$ cat config.mk
export PLATFORM = sky130hd
export DESIGN_NAME = mf2d_queue
export DESIGN_NICKNAME = d
export VERILOG_FILES = /design/src/rtl/mf2d_queue.sv
export SDC_FILE = /design/constraint.sdc
export NUM_CORES = 1
export LEC_CHECK = 0
export BUFFER_PORTS_ARGS = -buffer_cell sky130_fd_sc_hd__buf_2
export CAP_MARGIN = 15
export CELL_PAD_IN_SITES_DETAIL_PLACEMENT = 1
export CELL_PAD_IN_SITES_GLOBAL_PLACEMENT = 1
export CORE_MARGIN = 3
export CORE_UTILIZATION = 30
export CTS_CLUSTER_DIAMETER = 80
export CTS_CLUSTER_SIZE = 40
export DETAILED_ROUTE_END_ITERATION = 10
export PLACE_DENSITY_LB_ADDON = 0.1
export SYNTH_ARGS = -nofsm -noshare
export SYNTH_HDL_FRONTEND = slang
export SYNTH_SLANG_ARGS = --single-unit
$ cat constraint.sdc
create_clock -name clk_i -period 2.7 [get_ports clk_i]
set_input_delay 0.54 -clock clk_i [delete_from_list [all_inputs] [get_ports clk_i]]
set_output_delay 0.54 -clock clk_i [all_outputs]
set_load 0.005 [all_outputs]
$ cat src/rtl/mf2d_queue.sv
// two-entry job queue between front and back
`timescale 1ns / 1ps
module mf2d_queue #(
  parameter int W = 8
) (
  input  logic         clk_i,
  input  logic         rst_ni,
  input  logic         wr_i,
  input  logic [W-1:0] wdata_i,
  output logic         full_o,
  input  logic         rd_i,
  output logic         vld_o,
  output logic [W-1:0] rdata_o
);
  logic [W-1:0] mem_q [2];
  logic         wp_q, rp_q;
  logic [1:0]   cnt_q;

  assign full_o  = cnt_q == 2'd2;
  assign vld_o   = cnt_q != 2'd0;
  assign rdata_o = mem_q[rp_q];

  always_ff @(posedge clk_i) begin
    if (wr_i) mem_q[wp_q] <= wdata_i;
  end

  always_ff @(posedge clk_i or negedge rst_ni) begin
    if (!rst_ni) begin
      wp_q  <= 1'b0;
      rp_q  <= 1'b0;
      cnt_q <= '0;
    end else begin
      if (wr_i) wp_q <= !wp_q;
      if (rd_i) rp_q <= !rp_q;
      cnt_q <= cnt_q + 2'(wr_i) - 2'(rd_i);
    end
  end
endmodule

==> qor.log, run 1 <==
[sta] total negative slack for setup checks 0 ns
[flow_run] maxcap violations 0
[finish] top library cells by usage in the layout, fill and taps aside 21 x buf_2, 16 x edfxtp_1, 8 x mux2_4
[sta] max-slew violation count 0
[yosys] warning count from the yosys run 0
[routing] Routed Wire Length 1.16 mm
[yosys] number of distinct standard cells referenced by the synthesized netlist 11
[cts] level count of the clock H-tree 1
[sta] worst hold slack across all endpoints 0.0268 ns
[cts] PostCTS Resize Cnt 0
[setup_path] worst path cell trace mux2_4 -> buf_2
[yosys] largest cells by area after synthesis edfxtp_1 59%, mux2_4 15%, dfrtp_1 12%
[finish] fill cell count 271
[setup_path] worst path bufs/invs 1
[cts] clock-pin slew on the worst setup and hold paths 0.11 ns
[routing] initial detailed-routing violation count 3
[sta] highest clock frequency the design can meet 499 MHz
[setup_path] endpoint of the worst register-to-register path cnt_q[1]
[finish] share of final-layout standard cells stronger than drive strength 1 53.1%
[sta] number of endpoints failing setup at the final stage 0
[routing] via total after detailed routing 394
[grt] GR met2 Demand/Resource 12.3%
[routing] residual DRC count 0
[sta] Clock Skew 0.00828 ns
[cts] buffers from clock root to sink, at most 2
[finish] most frequent standard cell in the layout excluding fill and tap cells buf_2
[placement] half-perimeter wire length after placement 885 µm
[die] overall die width 58.0 µm
[cts] clock tree from TritonCTS yes
[power] highest ir drop seen on vdd 0.000429 V
[yosys] top-area cell type share of the netlist area 59.3%
[setup_path] Worst EP arrival 1.46 ns
[yosys] cell count after synthesis 40
[finish] layout net count 79
[die] Core Rows 18
[power] power density over cell area 952 mW/mm²
[cts] count of clock tree sinks 20
[setup_path] master of the slowest instance on the critical path dfrtp_1
[grt] maximum number of pins on one net before global-route repair 12
[setup_path] start of the worst register-to-register path cnt_q[0]
[routing] number of nets with antenna violations after routing 0
[worst_hold_path] class of the most critical hold timing path in2async
[die] starting utilization of the core area 32.1%
[grt] global routing's busiest layer met2
[setup_path] family with the most delay on the worst path flip-flops
[setup_path] largest driver fanout on the critical path 9
[placement] Port Buffers 21
[setup_path] Worst EP required 2.16 ns
[outcome] result of the run finished clean
[grt] total overflow reported by the global router 0
[grt] first-pass GRT wire length 1.84 mm
[yosys] sequential fraction of the synthesis area 71.6%
[sta] clock period minus final worst setup slack 2.00 ns
[finish] Syn-to-layout area delta 20.7%
[grt] via count of the first global-routing pass 404
[die] number of top-level pins 22
[grt] initial antenna violation count 0
[grt] Global Route met3 Usage 2.23%
[finish] count of inserted antenna diode cells 0
[yosys] largest area contributor in the netlist edfxtp_1
[grt] met1 track demand over resource in global routing 9.93%
[yosys] average size of a mapped cell 20.3 µm²
[sta] slew margin rel. 51.5%
[setup_path] CP Launch Type flip-flop
[sta] unrepaired setup endpoints after global routing false
[sta] worst slew pin tran 0.726 ns
[setup_path] critical path class reg2out
[yosys] summed instance area of the synthesized netlist 811 µm²
[sta] Final Hold Vio Count 0
[setup_path] crit end category primary output
[routing] first-pass iteration count of the detailed router 2
[cts] number of buffers inserted during clock tree synthesis 3
[setup_path] length in cells of the worst reg-to-reg path 5
[routing] Avg Vias per Cell 4.19
[die] core area 0.00252 mm²
[setup_path] delay of the slowest cell on the worst path 0.70 ns
[cts] count of hold-fix buffers inserted at cts 0
[setup_path] flop-to-flop setup slack 1.31 ns
[cts] setup repair bufs after CTS 0
[sta] fraction of the cycle the final worst path needs 74.2%
[routing] routed length per placed instance 12.3 µm
[placement] weighted congestion reported at the end of routability-driven placement 0.589
[cts] clock latency reported for the late side of the worst-skew pair 0.29 ns
[yosys] number of nets in the synthesized netlist 54
[yosys] Seq cells post-synth 20
[power] static leakage 0.425 nW
[die] die outline height 58.0 µm
[grt] Total GRT Usage 7.56%
[cts] master cell of the clock root buffer clkbuf_4
[die] full die area 0.00336 mm²
==> flip-flops by register name, indices dropped and copies added (netlist names) <==
register	count
mem_q	16
wp_q	1
cnt_q	2
rp_q	1
==> Yosys cell counts <==
library cell / instances
nor2b_1: 2
buf_6: 1
xor3_1: 1
and2_1: 1
or2_2: 1
ha_1: 2
xor2_1: 2
mux2_4: 8
edfxtp_1: 16
dfrtp_1: 4
inv_1: 2
==> cells by family (layout without fill, tap and decap cells) <==
logic type	count (synthesis)	in the layout	synth area share [%]
DFF	20	20	71.6
muxes	8	8	14.8
and+or+nand+nor	4	4	3.09
xor gates and xnor gates	3	3	5.09
buffers and inverters	3	27	2.32
adders and majority gates	2	2	3.09
==> final cells by class <==
type,count,area [µm²],area share [%]
well taps,30,37.5,3.84
multi-input cells,17,211,21.6
clock buffers,4,36.3,3.71
repair buffers,21,105,10.7
inverters,2,7.51,0.767
flip-flops and latches,20,581,59.3
==> routing by layer <==
layer | wire (µm) | vias to the layer above
li1 | - | 193
met1 | 492 | 189
met2 | 592 | 12
met3 | 73 | 0
met4 | 0 | 0
met5 | 0 | -
==> how the worst max path moves through the flow <==
stage / startpoint / end / slack [ns] / cells after the start
5_1_grt: rp_q / rdata_o[2] / 0.60 / 2
6_report: rp_q / rdata_o[2] / 0.70 / 2
2_1_floorplan: rd_i / cnt_q[1] / 1.21 / 4
3_3_place_gp: rp_q / rdata_o[2] / 1.01 / 2
3_5_place_dp: rp_q / rdata_o[2] / 1.00 / 2
4_1_cts: rp_q / rdata_o[2] / 0.67 / 2
==> where the power goes <==
| group | switching, mW | total (mW) | internal [mW] |
|---|---|---|---|
| sequential | 0.0657 | 0.485 | 0.419 |
| clock | 0.0868 | 0.169 | 0.0820 |
| combinational | 0.0916 | 0.278 | 0.186 |
==> through the flow <==
step | setup WS, ns | power, mW | utilization [%] | area (µm²) | std cells
after CTS | 0.665 | 0.949 | 38.8 | 978 | 94
after detailed placement | 1.00 | 0.783 | 37.4 | 942 | 90
after global placement | 1.01 | 0.779 | 37.4 | 942 | 90
after floorplan | 1.21 | 0.688 | - | 811 | 40
final | 0.696 | 0.932 | 38.8 | 978 | 94
after global routing | 0.597 | 0.998 | 38.8 | 978 | 94
Power figures use the tool's default switching activity.
==> run 2: changes to the inputs <==
- clock period: 2.7 -> 1.7 ns (I/O delays scaled with it)
==> run 2 against run 1 <==
Via count is 3.0% higher; combinational power is 65% higher; critical path depth stayed put; worst hold slack better by 0.21 ns; non-clock buffer count is 3 higher; setup slack worse by 0.62 ns; global-route usage is 0.66 points lower; sequential cell count stayed put; power is 55% higher.
==> qor.log, run 2 (same netlist as run 1, synthesis figures left out) <==
[outcome] result of the run finished clean [unchanged]
[placement] half-perimeter wire length after placement 862 µm [was 885 µm]
[placement] Cell Count Post-Placement 92 [was 90]
[finish] layout net count 82 [was 79]
[cts] count of clock tree sinks 20 [unchanged]
[routing] routed length per placed instance 11.3 µm [was 12.3 µm]
[sta] Clock Skew 0.00284 ns [was 0.00828 ns]
[finish] count of inserted antenna diode cells 0 [unchanged]
[setup_path] flop-to-flop setup slack 0.33 ns [was 1.31 ns]
[routing] residual DRC count 0 [unchanged]
[routing] Routed Wire Length 1.10 mm [was 1.16 mm]
[finish] Syn-to-layout area delta 22.7% [was 20.7%]
[grt] total overflow reported by the global router 0 [unchanged]
[sta] highest clock frequency the design can meet 615 MHz
[finish] flip-flop count of the largest register after layout 16 [unchanged]
[worst_hold_path] Hold EP mem_q[0][4]
[die] Core Rows 18 [unchanged]
[finish] registers with the most flip-flops mem_q (16), cnt_q (2) [unchanged]
[worst_hold_path] number of cells on the worst hold path 1
[cts] level count of the clock H-tree 1 [unchanged]
[grt] first-pass GRT wire length 1.70 mm [was 1.84 mm]
[sta] clock period minus final worst setup slack 1.63 ns
[finish] share of final-layout standard cells stronger than drive strength 1 53.7% [was 53.1%]
[die] full die area 0.00336 mm² [unchanged]
[power] static leakage 0.433 nW [was 0.425 nW]
[sta] worst slew pin tran 0.370 ns [was 0.726 ns]
[grt] maximum number of pins on one net before global-route repair 12 [unchanged]
[sta] slew margin rel. 75.3% [was 51.5%]
[sta] max-slew violation count 0 [unchanged]
[routing] first-pass iteration count of the detailed router 2 [unchanged]
[cts] number of buffers inserted during clock tree synthesis 3 [unchanged]
[grt] via count of the first global-routing pass 384 [was 404]
[routing] initial detailed-routing violation count 1 [was 3]
[cts] clock latency reported for the late side of the worst-skew pair 0.28 ns [was 0.29 ns]
[power] power density over cell area 1450 mW/mm² [was 952 mW/mm²]
[die] overall die width 58.0 µm [unchanged]
[power] highest ir drop seen on vdd 0.000680 V [was 0.000429 V]
[setup_path] largest driver fanout on the critical path 9 [unchanged]
[routing] Avg Vias per Cell 4.19 [about the same]
[placement] Port Buffers 21 [unchanged]
[grt] initial antenna violation count 0 [unchanged]
[setup_path] Worst EP arrival 1.29 ns [was 1.46 ns]
[sta] total negative slack for setup checks 0 ns [unchanged]
[setup_path] Worst EP required 1.36 ns [was 2.16 ns]
[finish] largest register by flop count mem_q [unchanged]
[worst_hold_path] worst min-delay path startpoint wdata_i[4]
[setup_path] length in cells of the worst reg-to-reg path 5 [unchanged]
[placement] weighted congestion reported at the end of routability-driven placement 0.608 [was 0.589]
[finish] Post-Layout Cell Count 97 [was 94]
[die] core area 0.00252 mm² [unchanged]
[cts] clock tree from TritonCTS yes [unchanged]
[routing] number of nets with antenna violations after routing 0 [unchanged]
[sta] Final Hold Vio Count 0 [unchanged]
[worst_hold_path] class of the most critical hold timing path in2reg [was in2async]
[cts] master cell of the clock root buffer clkbuf_4 [unchanged]
[cts] clock-pin slew on the worst setup and hold paths 0.10 ns [was 0.11 ns]
[finish] top library cells by usage in the layout, fill and taps aside 21 x buf_2, 16 x edfxtp_1, 8 x mux2_4 [unchanged]
[sta] fraction of the cycle the final worst path needs 95.7%
[die] number of top-level pins 22 [unchanged]
[die] die outline height 58.0 µm [unchanged]
[setup_path] CP Launch Type flip-flop [unchanged]
[setup_path] crit end category primary output [unchanged]
[cts] setup repair bufs after CTS 0 [unchanged]
[flow_run] maxcap violations 0 [unchanged]
[grt] Total GRT Usage 6.90% [was 7.56%]
[setup_path] endpoint of the worst register-to-register path cnt_q[1] [unchanged]
[sta] unrepaired setup endpoints after global routing false [unchanged]
[routing] via total after detailed routing 406 [was 394]
[cts] buffers from clock root to sink, at most 2 [unchanged]
[finish] most frequent standard cell in the layout excluding fill and tap cells buf_2 [unchanged]
[setup_path] start of the worst register-to-register path cnt_q[0] [unchanged]
[die] starting utilization of the core area 32.1% [unchanged]
[setup_path] critical path class reg2out [unchanged]
[sta] number of endpoints failing setup at the final stage 0 [unchanged]
==> run 2: where the power goes <==
| group | internal (mW) | switching (mW) | total, mW |
|---|---|---|---|
| Sequential | 0.669 | 0.100 | 0.769 |
| Clock | 0.0910 | 0.124 | 0.215 |
| Combinational | 0.312 | 0.149 | 0.460 |
==> run 2: routing by layer <==
| metal | global-route usage, % | part of all wire (%) | vias up |
|---|---|---|---|
| met3 | 2.23 | 7.3 | 0 |
| met1 | 8.92 | 45 | 194 |
| met5 | 0 | 0 | - |
| met4 | 2.98 | 0 | 0 |
| li1 | - | - | 200 |
| met2 | 10.6 | 47 | 12 |
==> run 2: critical path: stages (launching register included) <==
cell     delay, ns
dfrtp_2       0.55
mux2_4        0.33
buf_2         0.12
==> run 2: final cells by class <==
cell class,instances,area (µm²)
Clock buffer,4,26.3
Fill cell,266,1530
Inverter,2,7.51
Multi-Input combinational cell,17,211
Sequential cell,20,582
Tap cell,30,37.5
Timing Repair Buffer,24,130
==> run 2: per-stage QoR <==
step / util, % / hold slack, ns / setup WS [ns] / area (µm²) / power, mW
CTS: 39.4 / 0.224 / 0.0501 / 995 / 1.48
global placement: 37.9 / 0.154 / 0.235 / 957 / 1.25
floorplan: - / 0.0444 / 0.395 / 811 / 1.09
detailed placement: 37.9 / 0.155 / 0.234 / 957 / 1.25
global route: 39.4 / 0.218 / 0.00879 / 995 / 1.55
finish: 39.4 / 0.239 / 0.0731 / 995 / 1.44
==> run 2: timing repair <==
| action | CTS | global route |
|---|---|---|
| hold endpoints to repair | 4 | 0 |
| hold buffers | 1 | 0 |
| resized for setup | 1 | 0 |
| setup endpoints to repair | 8 | 0 |
==> run 2: how the worst max path moves through the flow <==
stage | startpoint | endpoint | slack [ns] | cells past startpoint
after global routing | rp_q | rdata_o[2] | 0.009 | 2
after detailed placement | rp_q | rdata_o[2] | 0.23 | 2
after floorplan | cnt_q[0] | cnt_q[1] | 0.39 | 5
final | rp_q | rdata_o[2] | 0.07 | 2
after global placement | rp_q | rdata_o[2] | 0.23 | 2
after CTS | rp_q | rdata_o[2] | 0.05 | 2
