File: config.mk
export PLATFORM = sky130hd
export DESIGN_NAME = mf2d_front
export DESIGN_NICKNAME = d
export VERILOG_FILES = /design/src/rtl/mf2d_pkg.sv /design/src/rtl/mf2d_front.sv
export SDC_FILE = /design/constraint.sdc
export NUM_CORES = 1
export LEC_CHECK = 0
export BUFFER_PORTS_ARGS = -buffer_cell sky130_fd_sc_hd__buf_2
export CAP_MARGIN = 0
export CORE_MARGIN = 2
export CORE_UTILIZATION = 65
export CTS_CLUSTER_DIAMETER = 60
export DETAILED_ROUTE_END_ITERATION = 10
export PLACE_DENSITY_LB_ADDON = 0.25
export SETUP_SLACK_MARGIN = 0.05
export SYNTH_ARGS = -nofsm -noshare
export SYNTH_HDL_FRONTEND = slang
export SYNTH_SLANG_ARGS = --single-unit
File: constraint.sdc
create_clock -name clk_i -period 10.3 [get_ports clk_i]
set_input_delay 1.03 -clock clk_i [delete_from_list [all_inputs] [get_ports clk_i]]
set_output_delay 1.03 -clock clk_i [all_outputs]
set_load 0.02 [all_outputs]
File: src/rtl/mf2d_pkg.sv
// shared types and constants for the 2d max filter
`timescale 1ns / 1ps
package mf2d_pkg;
  localparam int HALF_DIV = 2;
  localparam int MAX_ROWS = 4096;
  localparam int ROW_W    = 12;
  localparam int WIN_W    = 3;
  localparam int ROWS_W   = 13;
  localparam int COLS_W   = 7;
  localparam int CFG_W    = 13;
  localparam int IDX_W    = 2;

  localparam logic [IDX_W-1:0] CFG_WIN  = 2'd0;
  localparam logic [IDX_W-1:0] CFG_ROWS = 2'd1;
  localparam logic [IDX_W-1:0] CFG_COLS = 2'd2;

  typedef struct packed {
    logic emit;
    logic use_max;
    logic last;
    logic wr;
  } job_ctl_t;

  typedef struct packed {
    logic idle;
  } back_stat_t;
endpackage

File: src/rtl/mf2d_front.sv
// front end: position tracking, window classification and job building
`timescale 1ns / 1ps
module mf2d_front #(
  parameter int MAX_COLS   = 64,
  parameter int MAX_WIN    = 7,
  parameter int PIXEL_BITS = 16,
  parameter int SW = (MAX_WIN > 1) ? $clog2(MAX_WIN) : 1,
  parameter int CW = (MAX_COLS > 1) ? $clog2(MAX_COLS) : 1,
  parameter int NW = $clog2(MAX_WIN + 1)
) (
  input  logic                         clk_i,
  input  logic                         rst_ni,
  input  logic                         cfg_we_i,
  input  logic [mf2d_pkg::IDX_W-1:0]   cfg_idx_i,
  input  logic [mf2d_pkg::CFG_W-1:0]   cfg_data_i,
  input  logic                         acc_i,
  input  logic                         kind_i,
  input  logic signed [PIXEL_BITS-1:0] pixel_value_i,
  output logic                         job_vld_o,
  output mf2d_pkg::job_ctl_t           job_ctl_o,
  output logic [PIXEL_BITS-1:0]        job_pix_o,
  output logic [SW-1:0]                job_wr_slot_o,
  output logic [CW-1:0]                job_wr_col_o,
  output logic [SW-1:0]                job_slot0_o,
  output logic [NW-1:0]                job_nrows_o,
  output logic [CW-1:0]                job_c0_o,
  output logic [NW-1:0]                job_ncols_o
);
  import mf2d_pkg::*;

  logic [WIN_W-1:0]  win_q;
  logic [ROWS_W-1:0] rows_q;
  logic [COLS_W-1:0] cols_q;
  logic [ROW_W-1:0]  in_row_q, in_row_d, out_row_q, out_row_d;
  logic [CW-1:0]     in_col_q, in_col_d, out_col_q, out_col_d;
  logic [SW-1:0]     in_slot_q, in_slot_d, out_slot_q, out_slot_d;
  logic              in_done_q, in_done_d;

  logic [1:0]        h;
  logic [ROWS_W-1:0] rows_e;
  logic [CW:0]       cols_e;
  logic              ok, is_pix, ready, last_o, last_i, done_mid;
  logic [ROW_W-1:0]  rmax, tr, r0;
  logic [CW-1:0]     cmax, tc, c0;
  logic [ROW_W:0]    tr_w;
  logic [CW+2:0]     tc_w;
  logic [1:0]        dr;
  logic [ROW_W-1:0]  nr_w;
  logic [CW-1:0]     nc_w;
  logic              cfg_hit;

  assign h      = 2'(win_q / HALF_DIV);
  assign is_pix = !kind_i;
  assign rows_e = (rows_q == '0) ? ROWS_W'(1) :
                  (rows_q > ROWS_W'(MAX_ROWS)) ? ROWS_W'(MAX_ROWS) : rows_q;
  assign cols_e = (cols_q == '0) ? (CW+1)'(1) :
                  (32'(cols_q) > MAX_COLS) ? (CW+1)'(MAX_COLS) : (CW+1)'(cols_q);
  assign ok = win_q[0] && (32'(win_q) <= MAX_WIN) && (ROWS_W'(win_q) <= rows_e)
              && (32'(win_q) <= 32'(cols_e));
  assign rmax = ROW_W'(rows_e - ROWS_W'(1));
  assign cmax = CW'(cols_e - (CW+1)'(1));
  assign tr_w = (ROW_W+1)'(out_row_q) + (ROW_W+1)'(h);
  assign tc_w = (CW+3)'(out_col_q) + (CW+3)'(h);
  assign tr   = (tr_w > (ROW_W+1)'(rmax)) ? rmax : ROW_W'(tr_w);
  assign tc   = (tc_w > (CW+3)'(cmax)) ? cmax : CW'(tc_w);
  assign ready = in_done_q || (in_row_q > tr) || (in_row_q == tr && in_col_q > tc);
  assign r0   = (out_row_q >= ROW_W'(h)) ? out_row_q - ROW_W'(h) : '0;
  assign c0   = (CW'(out_col_q) >= CW'(h) && (CW+3)'(out_col_q) >= (CW+3)'(h)) ?
                out_col_q - CW'(h) : '0;
  assign dr   = 2'(out_row_q - r0);
  assign nr_w = tr - r0 + ROW_W'(1);
  assign nc_w = tc - c0 + CW'(1);
  assign last_o = (out_row_q == rmax) && (out_col_q == cmax);
  assign last_i = (in_row_q == rmax) && (in_col_q == cmax);
  assign done_mid = (ok && ready && last_o) ? 1'b0 : in_done_q;
  assign cfg_hit = cfg_we_i && (cfg_idx_i == CFG_WIN || cfg_idx_i == CFG_ROWS ||
                                cfg_idx_i == CFG_COLS);

  always_comb begin
    job_ctl_o.emit    = ok ? ready : is_pix;
    job_ctl_o.use_max = ok;
    job_ctl_o.last    = ok ? last_o : last_i;
    job_ctl_o.wr      = ok && is_pix && !done_mid;
    job_vld_o         = acc_i && (job_ctl_o.emit || job_ctl_o.wr);
    job_pix_o         = pixel_value_i;
    job_wr_slot_o     = in_slot_q;
    job_wr_col_o      = in_col_q;
    job_slot0_o       = (out_slot_q >= SW'(dr)) ? out_slot_q - SW'(dr) :
                        SW'(32'(out_slot_q) + MAX_WIN - 32'(dr));
    job_nrows_o       = NW'(nr_w);
    job_c0_o          = c0;
    job_ncols_o       = NW'(nc_w);
  end

  always_comb begin
    in_row_d   = in_row_q;
    in_col_d   = in_col_q;
    in_slot_d  = in_slot_q;
    out_row_d  = out_row_q;
    out_col_d  = out_col_q;
    out_slot_d = out_slot_q;
    in_done_d  = done_mid;
    if (ok && ready) begin
      if (last_o) begin
        out_row_d  = '0;
        out_col_d  = '0;
        out_slot_d = '0;
      end else if (out_col_q == cmax) begin
        out_col_d  = '0;
        out_row_d  = out_row_q + ROW_W'(1);
        out_slot_d = (32'(out_slot_q) == MAX_WIN - 1) ? '0 : out_slot_q + SW'(1);
      end else begin
        out_col_d = out_col_q + CW'(1);
      end
    end
    if (is_pix && (!ok || !done_mid)) begin
      if (in_col_q == cmax) begin
        in_col_d = '0;
        if (in_row_q == rmax) begin
          in_row_d  = '0;
          in_slot_d = '0;
          if (ok) in_done_d = 1'b1;
        end else begin
          in_row_d  = in_row_q + ROW_W'(1);
          in_slot_d = (32'(in_slot_q) == MAX_WIN - 1) ? '0 : in_slot_q + SW'(1);
        end
      end else begin
        in_col_d = in_col_q + CW'(1);
      end
    end
  end

  always_ff @(posedge clk_i or negedge rst_ni) begin
    if (!rst_ni) begin
      win_q      <= WIN_W'(3);
      rows_q     <= ROWS_W'(8);
      cols_q     <= COLS_W'(8);
      in_row_q   <= '0;
      in_col_q   <= '0;
      in_slot_q  <= '0;
      out_row_q  <= '0;
      out_col_q  <= '0;
      out_slot_q <= '0;
      in_done_q  <= 1'b0;
    end else if (cfg_hit) begin
      case (cfg_idx_i)
        CFG_WIN:  win_q  <= cfg_data_i[WIN_W-1:0];
        CFG_ROWS: rows_q <= cfg_data_i[ROWS_W-1:0];
        CFG_COLS: cols_q <= cfg_data_i[COLS_W-1:0];
        default:  win_q  <= win_q;
      endcase
      in_row_q   <= '0;
      in_col_q   <= '0;
      in_slot_q  <= '0;
      out_row_q  <= '0;
      out_col_q  <= '0;
      out_slot_q <= '0;
      in_done_q  <= 1'b0;
    end else if (acc_i) begin
      in_row_q   <= in_row_d;
      in_col_q   <= in_col_d;
      in_slot_q  <= in_slot_d;
      out_row_q  <= out_row_d;
      out_col_q  <= out_col_d;
      out_slot_q <= out_slot_d;
      in_done_q  <= in_done_d;
    end
  end
endmodule

==> results.yml, run 1 <==
route:
  num_vias: 6380
  drt-initial-drc-count: 526
  via_per_inst: 6.67
  drt_pre_antenna_iters: 5
  routed_wl_um: 18600
  final_antenna_net_count: 0
  detail_route.wl_per_cell_um: 19.4
  drc: 0
worst_setup_path:
  worstPathRequired_ns: 9.27
  path_common_cell: "ha_1"
  crit_path_top_delay_cell: "nor2_1"
  critPathMaxStageDelay_ns: 0.85
  critical_path_arrival_ns: 7.96
  path_cells: "nor3_1 > a41oi_1 > ha_1 > or4b_2 > o22ai_1 > or2_2 > inv_1 > ha_1 > nand4_1 > or3_1 > nor2b_1 > o21a_1 > nor2_1 > nor2_1 > a21oi_1 > ha_1 > nand2b_1 > a21o_1 > a21o_1 > a21oi_1 > o221ai_1 > and2_1 > or2_2 > buf_2"
  critPathCaptureType: "primary output"
  cp-start-kind: "register"
  crit_type: "register to primary output"
  cp_max_fo: 25
finish:
  nFillCells: 847
  area_delta_synth_final_pct: 4.40
  nets: 922
  drive_above_1_share_pct: 13.0
  ff_latch_area_um2: 1660
  multi_input_area_um2: 4740
  n_antenna_cell: 0
die:
  ios: 81
  start_util_pct: 66.7
  die_area_um2: 11400
  die_y_um: 107
  core_area_um2: 10300
  rows: 37
  die_x_um: 107
clock_tree:
  clk_latency_ns: 0.37
  holdBufCountCts: 0
  root_buffer: "clkbuf_8"
  cts_made_buffers: 9
  clock-sinks: 66
  cts_resized: 0
  clockBufferDepth: 2
  postCtsSetupBuffers: 0
  cts_max_level: 3
  cts_tree: "yes"
  clk_pin_slew_worst_paths_ns: 0.07
synth:
  ys.warnings.count: 0
  syn_area_per_cell_um2: 8.51
  synth_area_um2: 6880
  async_flop_share_pct: 100
  synth.distinct_cells: 71
  synth_cells: 809
  synth_top_area_share_pct: 22.5
  yosys.area.top_type: "dfrtp_1"
  synth_ff_type: "dfrtp_1"
  synthTopCellsByArea: "dfrtp_1, ha_1, xnor2_1"
  synth_edf_count: 0
  ys_ff_latch: 66
  synthesis.nets: 916
  yosysSeqAreaShare_pct: 24.1
timing:
  slew_viol_final: 0
  hold_viol: 0
  post-route-min-period_ns: 8.99
  setup_tns_ns: 0
  max_freq_mhz: 111
  skew_ns: 0.00909
  rsz0062_at_grt: "no"
  setup_viol: 0
  worst_pin_slew_ns: 1.10
  fin_ws_ns: 1.31
  period_share_pct: 87.2
  maxSlewHeadroom_pct: 26.3
placed_design:
  gp_congestion: 0.933
  hpwl_um: 14200
  dp_slack_ns: 1.82
  port_buffers: 48
global_route:
  grt_antenna_before_repair: 0
  grt_pass1_vias: 6037
  overflow: 0
  grt_first_pass_wirelength_um: 30200
  grt_usage_pct: 33.3
  grt_max_degree: 67
hold_path:
  hold_path_class: "register to register"
power:
  power_density_nw_per_um2: 186
  ir_drop_uv: 193
  leakage_nw: 3.32
run:
  maxCapViolCount: 0
outcome:
  status: "finished clean"
cell usage in the layout (no fill, tap or decap), drive strengths merged, types with 4 or more instances in the layout:
cell	instances
nor3	20
a2111oi	4
mux2i	18
and3	23
or3	11
a31oi	7
and2	7
or4	11
clkbuf	11
xnor2	39
xor2	14
nand4	12
a32o	15
ha	65
nor3b	11
fa	6
o2bb2ai	9
inv	53
nor2	39
nor2b	15
a41oi	4
buf	49
dfrtp	62
nor4	7
nand2b	18
a21oi	34
nand3	36
a21o	12
o31ai	5
mux2	21
nand2	43
or2	6
o21ai	52
o21a	9
o211ai	7
a211oi	9
o22ai	7
dfstp	4
cells by family after synthesis:
group / synth area share, %
adders and majority gates: 13.6
xor gates and xnor gates: 7.07
muxes: 6.05
DFF: 24.1
AOI/OAI and AO/OA: 20.5
buffers and inverters: 7.05
and+or+nand+nor: 21.7
through the flow:
| step | utilization, % | cells | hold slack, ns | power [mW] | cell area, µm² |
|---|---|---|---|---|---|
| final | 69.6 | 956 | 0.552 | 1.34 | 7180 |
| after global routing | 69.6 | 956 | 0.581 | 1.43 | 7180 |
| after CTS | 69.6 | 956 | 0.548 | 1.33 | 7180 |
| after detailed placement | 67.9 | 940 | 0.537 | 1.13 | 7010 |
| after global placement | 67.9 | 940 | 0.519 | 1.10 | 7010 |
| after floorplan | - | 809 | 0.515 | 0.920 | 6880 |
synthesized netlist by cell type, types with 8 or more instances:
library cell and n:
a211oi_1 8, a21o_1 12, a21oi_1 33, a32o_1 15
and3_1 23, buf_4 17, clkbuf_1 28, dfrtp_1 62
ha_1 65, inv_1 53, mux2_2 21, mux2i_1 18
nand2_1 43, nand2b_1 18, nand3_1 36, nand4_1 12
nor2_1 39, nor2b_1 15, nor3_1 20, nor3b_1 11
o21a_1 9, o21ai_0 52, o2bb2ai_1 9, or3_1 11
or4_1 10, xnor2_1 39, xor2_1 14
worst paths after layout:
| check | from | end | slack, ns | cells after the start |
|---|---|---|---|---|
| worst min-delay path | job_wr_slot_o[0] | job_wr_slot_o[0] | 0.55 | 1 |
| max in group asynchronous | rst_ni | out_row_q[11] | 8.91 | 2 |
| worst min register to register | job_wr_slot_o[0] | job_wr_slot_o[0] | 0.55 | 1 |
| worst max register to register | rows_q[12] | out_slot_q[0] | 1.71 | 25 |
| worst max-delay path | rows_q[12] | job_vld_o | 1.31 | 24 |
| min in group asynchronous | rst_ni | out_col_q[5] | 0.84 | 2 |
worst max-delay path: cells and delay by family, from the launching register on:
kind	cells	cell delay [ns]
AOI/OAI and AO/OA	8	1.95
buffers and inverters	2	0.22
and+or+nand+nor	11	3.30
DFF	1	0.78
adders and majority gates	3	1.30
routing by layer:
layer	share of wire (%)	wire length, µm	track usage, %
met1	42	7890	43.0
met4	4.5	833	19.5
met5	0	0	0
met3	5.9	1100	3.95
met2	47	8760	53.9
power breakdown:
group / total, mW / switching [mW] / internal (mW)
registers: 0.349 / 0.0635 / 0.286
clock network: 0.201 / 0.109 / 0.0926
logic: 0.785 / 0.470 / 0.315
total: 1.34 / 0.642 / 0.694
state kept, by name, indices dropped and copies added, names as in the netlist:
| signal | cells |
|---|---|
| cols_q | 7 |
| in_done_q | 1 |
| in_row_q | 12 |
| job_wr_col_o | 6 |
| job_wr_slot_o | 3 |
| out_col_q | 6 |
| out_row_q | 12 |
| out_slot_q | 3 |
| rows_q | 13 |
| win_q | 3 |
final cells by class:
cell class | instances | area share [%]
repair buffers | 49 | 3.45
clock buffers | 11 | 1.97
clock inverters | 5 | 0.418
multi-input cells | 636 | 66.0
well taps | 136 | 2.37
flip-flops and latches | 66 | 23.1
inverters | 53 | 2.77
Power figures use the tool's default switching activity.
==> inputs of run 2 (changes only) <==
CTS_BUF_LIST = sky130_fd_sc_hd__clkbuf_16   (was not set)
==> results.yml, run 2 (synthesized netlist as in run 1, its figures left out) <==
outcome:
  status: "finished clean"
placed_design:
  dp_cells: 940
  port_buffers: 48
  gp_congestion: 0.933
  hpwl_um: 14200
finish:
  multi_input_area_um2: 4740
  layout_common_cells: "ha_1, dfrtp_1, inv_1"
  top_register: "rows_q"
  nets: 922
  largest_reg_flops: 13
  reg_top3: "rows_q x13, in_row_q x12, out_row_q x12"
  drive_above_1_share_pct: 12.9
  final_common_cell: "ha_1"
  stdcell_count: 956
  n_antenna_cell: 0
  area_delta_synth_final_pct: 5.73
  ff_latch_area_um2: 1660
  nFillCells: 837
timing:
  rsz0062_at_grt: "no"
  worst_pin_slew_ns: 1.08
  setup_tns_ns: 0
  slew_viol_final: 0
  period_share_pct: 87.5
  maxSlewHeadroom_pct: 27.7
  setup_viol: 0
  skew_ns: 0.00621
  hold_viol: 0
  post-route-min-period_ns: 9.01
  max_freq_mhz: 111
die:
  rows: 37
  start_util_pct: 66.7
  core_area_um2: 10300
  die_x_um: 107
  die_area_um2: 11400
  ios: 81
  die_y_um: 107
hold_path:
  worstHoldStart: "job_wr_slot_o[0]"
  min_path_cells: 1
  hold_path_class: "register to register"
  hold-path-endpoint: "job_wr_slot_o[0]"
global_route:
  grt_pass1_vias: 6070
  busiest_layer: "met2"
  overflow: 0
  grt_first_pass_wirelength_um: 30400
  grt_use_met2_pct: 54.5
  grt.met1_usage_pct: 42.7
  grt_max_degree: 67
  grt_antenna_before_repair: 0
  grt_use_met3_pct: 5.84
  grt_usage_pct: 33.5
worst_setup_path:
  r2r-end: "out_slot_q[0]"
  cp_max_fo: 25
  path_cells: "nor3_1 > a41oi_1 > ha_1 > or4b_2 > o22ai_1 > or2_2 > inv_1 > ha_1 > nand4_1 > or3_1 > nor2b_1 > o21a_1 > nor2_1 > nor2_1 > a21oi_1 > ha_1 > nand2b_1 > a21o_1 > a21o_1 > a21oi_1 > o221ai_1 > and2_1 > or2_2 > buf_2"
  r2r_cells: 25
  cp-start-kind: "register"
  critPathMaxStageDelay_ns: 0.83
  path_common_cell: "ha_1"
  cp_top_family: "simple AND/OR/NAND/NOR gates"
  critPathCaptureType: "primary output"
  path_buf_inv: 2
  crit_type: "register to primary output"
  crit_path_top_delay_cell: "nor2_1"
  worst-r2r-setup-slack_ns: 1.65
  worstPathRequired_ns: 9.27
  critical_path_arrival_ns: 7.98
  reg2reg_from: "rows_q[12]"
route:
  final_antenna_net_count: 0
  drc: 0
  via_per_inst: 6.67
  drt_pre_antenna_iters: 7
  drt-initial-drc-count: 583
  detail_route.wl_per_cell_um: 19.6
  num_vias: 6379
  routed_wl_um: 18800
clock_tree:
  holdBufCountCts: 0
  root_buffer: "clkbuf_16"
  postCtsSetupBuffers: 0
  cts_made_buffers: 9
  cts_max_level: 3
  clockBufferDepth: 2
  cts_resized: 0
  clk_pin_slew_worst_paths_ns: 0.06
  cts_tree: "yes"
  clk_latency_ns: 0.34
  clock-sinks: 66
run:
  maxCapViolCount: 0
power:
  p_total_mw: 1.41
  leakage_nw: 3.36
  power_density_nw_per_um2: 194
  ir_drop_uv: 202
run 2: cell types whose count changed in the layout (fill, tap and decap cells not counted):
cell and delta:
clkbuf_16 +9, clkbuf_8 -10, inv_1 +1, clkbuf_1 -1
clkinv_1 +1
run 2: how the worst max path moves through the flow:
| stage | depth (start not counted) | to | slack [ns] | from |
|---|---|---|---|---|
| 4_1_cts | 24 | job_vld_o | 1.45 | rows_q[12] |
| 3_3_place_gp | 24 | job_vld_o | 2.05 | rows_q[12] |
| 2_1_floorplan | 25 | job_vld_o | 3.56 | rows_q[4] |
| 6_report | 24 | job_vld_o | 1.29 | rows_q[12] |
| 5_1_grt | 24 | job_vld_o | 0.85 | rows_q[12] |
| 3_5_place_dp | 24 | job_vld_o | 1.82 | rows_q[12] |
run 2: area by class of cell:
type,instances,share of cell area (%)
Multi-Input combinational cell,636,65.1
Sequential cell,66,22.8
Clock buffer,9,3.10
Inverter,53,2.73
Timing Repair Buffer,49,3.40
Tap cell,136,2.34
Clock inverter,7,0.516
run 2: report_power, final:
group	internal, mW	switching, mW
registers	0.286	0.0633
logic	0.315	0.472
clock network	0.160	0.118
total	0.761	0.653
run 2: layer usage:
layer	share of wire [%]	up-vias
li1	-	2978
met1	42	3043
met2	47	286
met3	6.9	72
met4	4.7	0
met5	0	-
run 2: metrics by stage:
stage / setup slack [ns] / instance area, µm² / hold slack, ns / util [%]
after floorplan: 3.56 / 6880 / 0.515 / -
after global placement: 2.05 / 7010 / 0.519 / 67.9
after detailed placement: 1.82 / 7010 / 0.537 / 67.9
after CTS: 1.45 / 7280 / 0.545 / 70.5
after global routing: 0.851 / 7280 / 0.579 / 70.5
final: 1.29 / 7280 / 0.563 / 70.5
run 2: worst register-to-register path: stages, from the launching register on:
cell	delay [ns]
dfrtp_1	0.78
nor3_1	0.14
a41oi_1	0.71
ha_1	0.75
or4b_2	0.64
o22ai_1	0.17
or2_2	0.20
inv_1	0.06
ha_1	0.28
nand4_1	0.11
or3_1	0.42
nor2b_1	0.15
o21a_1	0.14
nor2_1	0.83
nor2_1	0.15
a21oi_1	0.30
ha_1	0.30
nand2b_1	0.15
a21o_1	0.17
a21o_1	0.17
a21oi_1	0.14
o221ai_1	0.18
a31oi_1	0.58
inv_1	0.37
nand3_1	0.44
o22ai_1	0.17
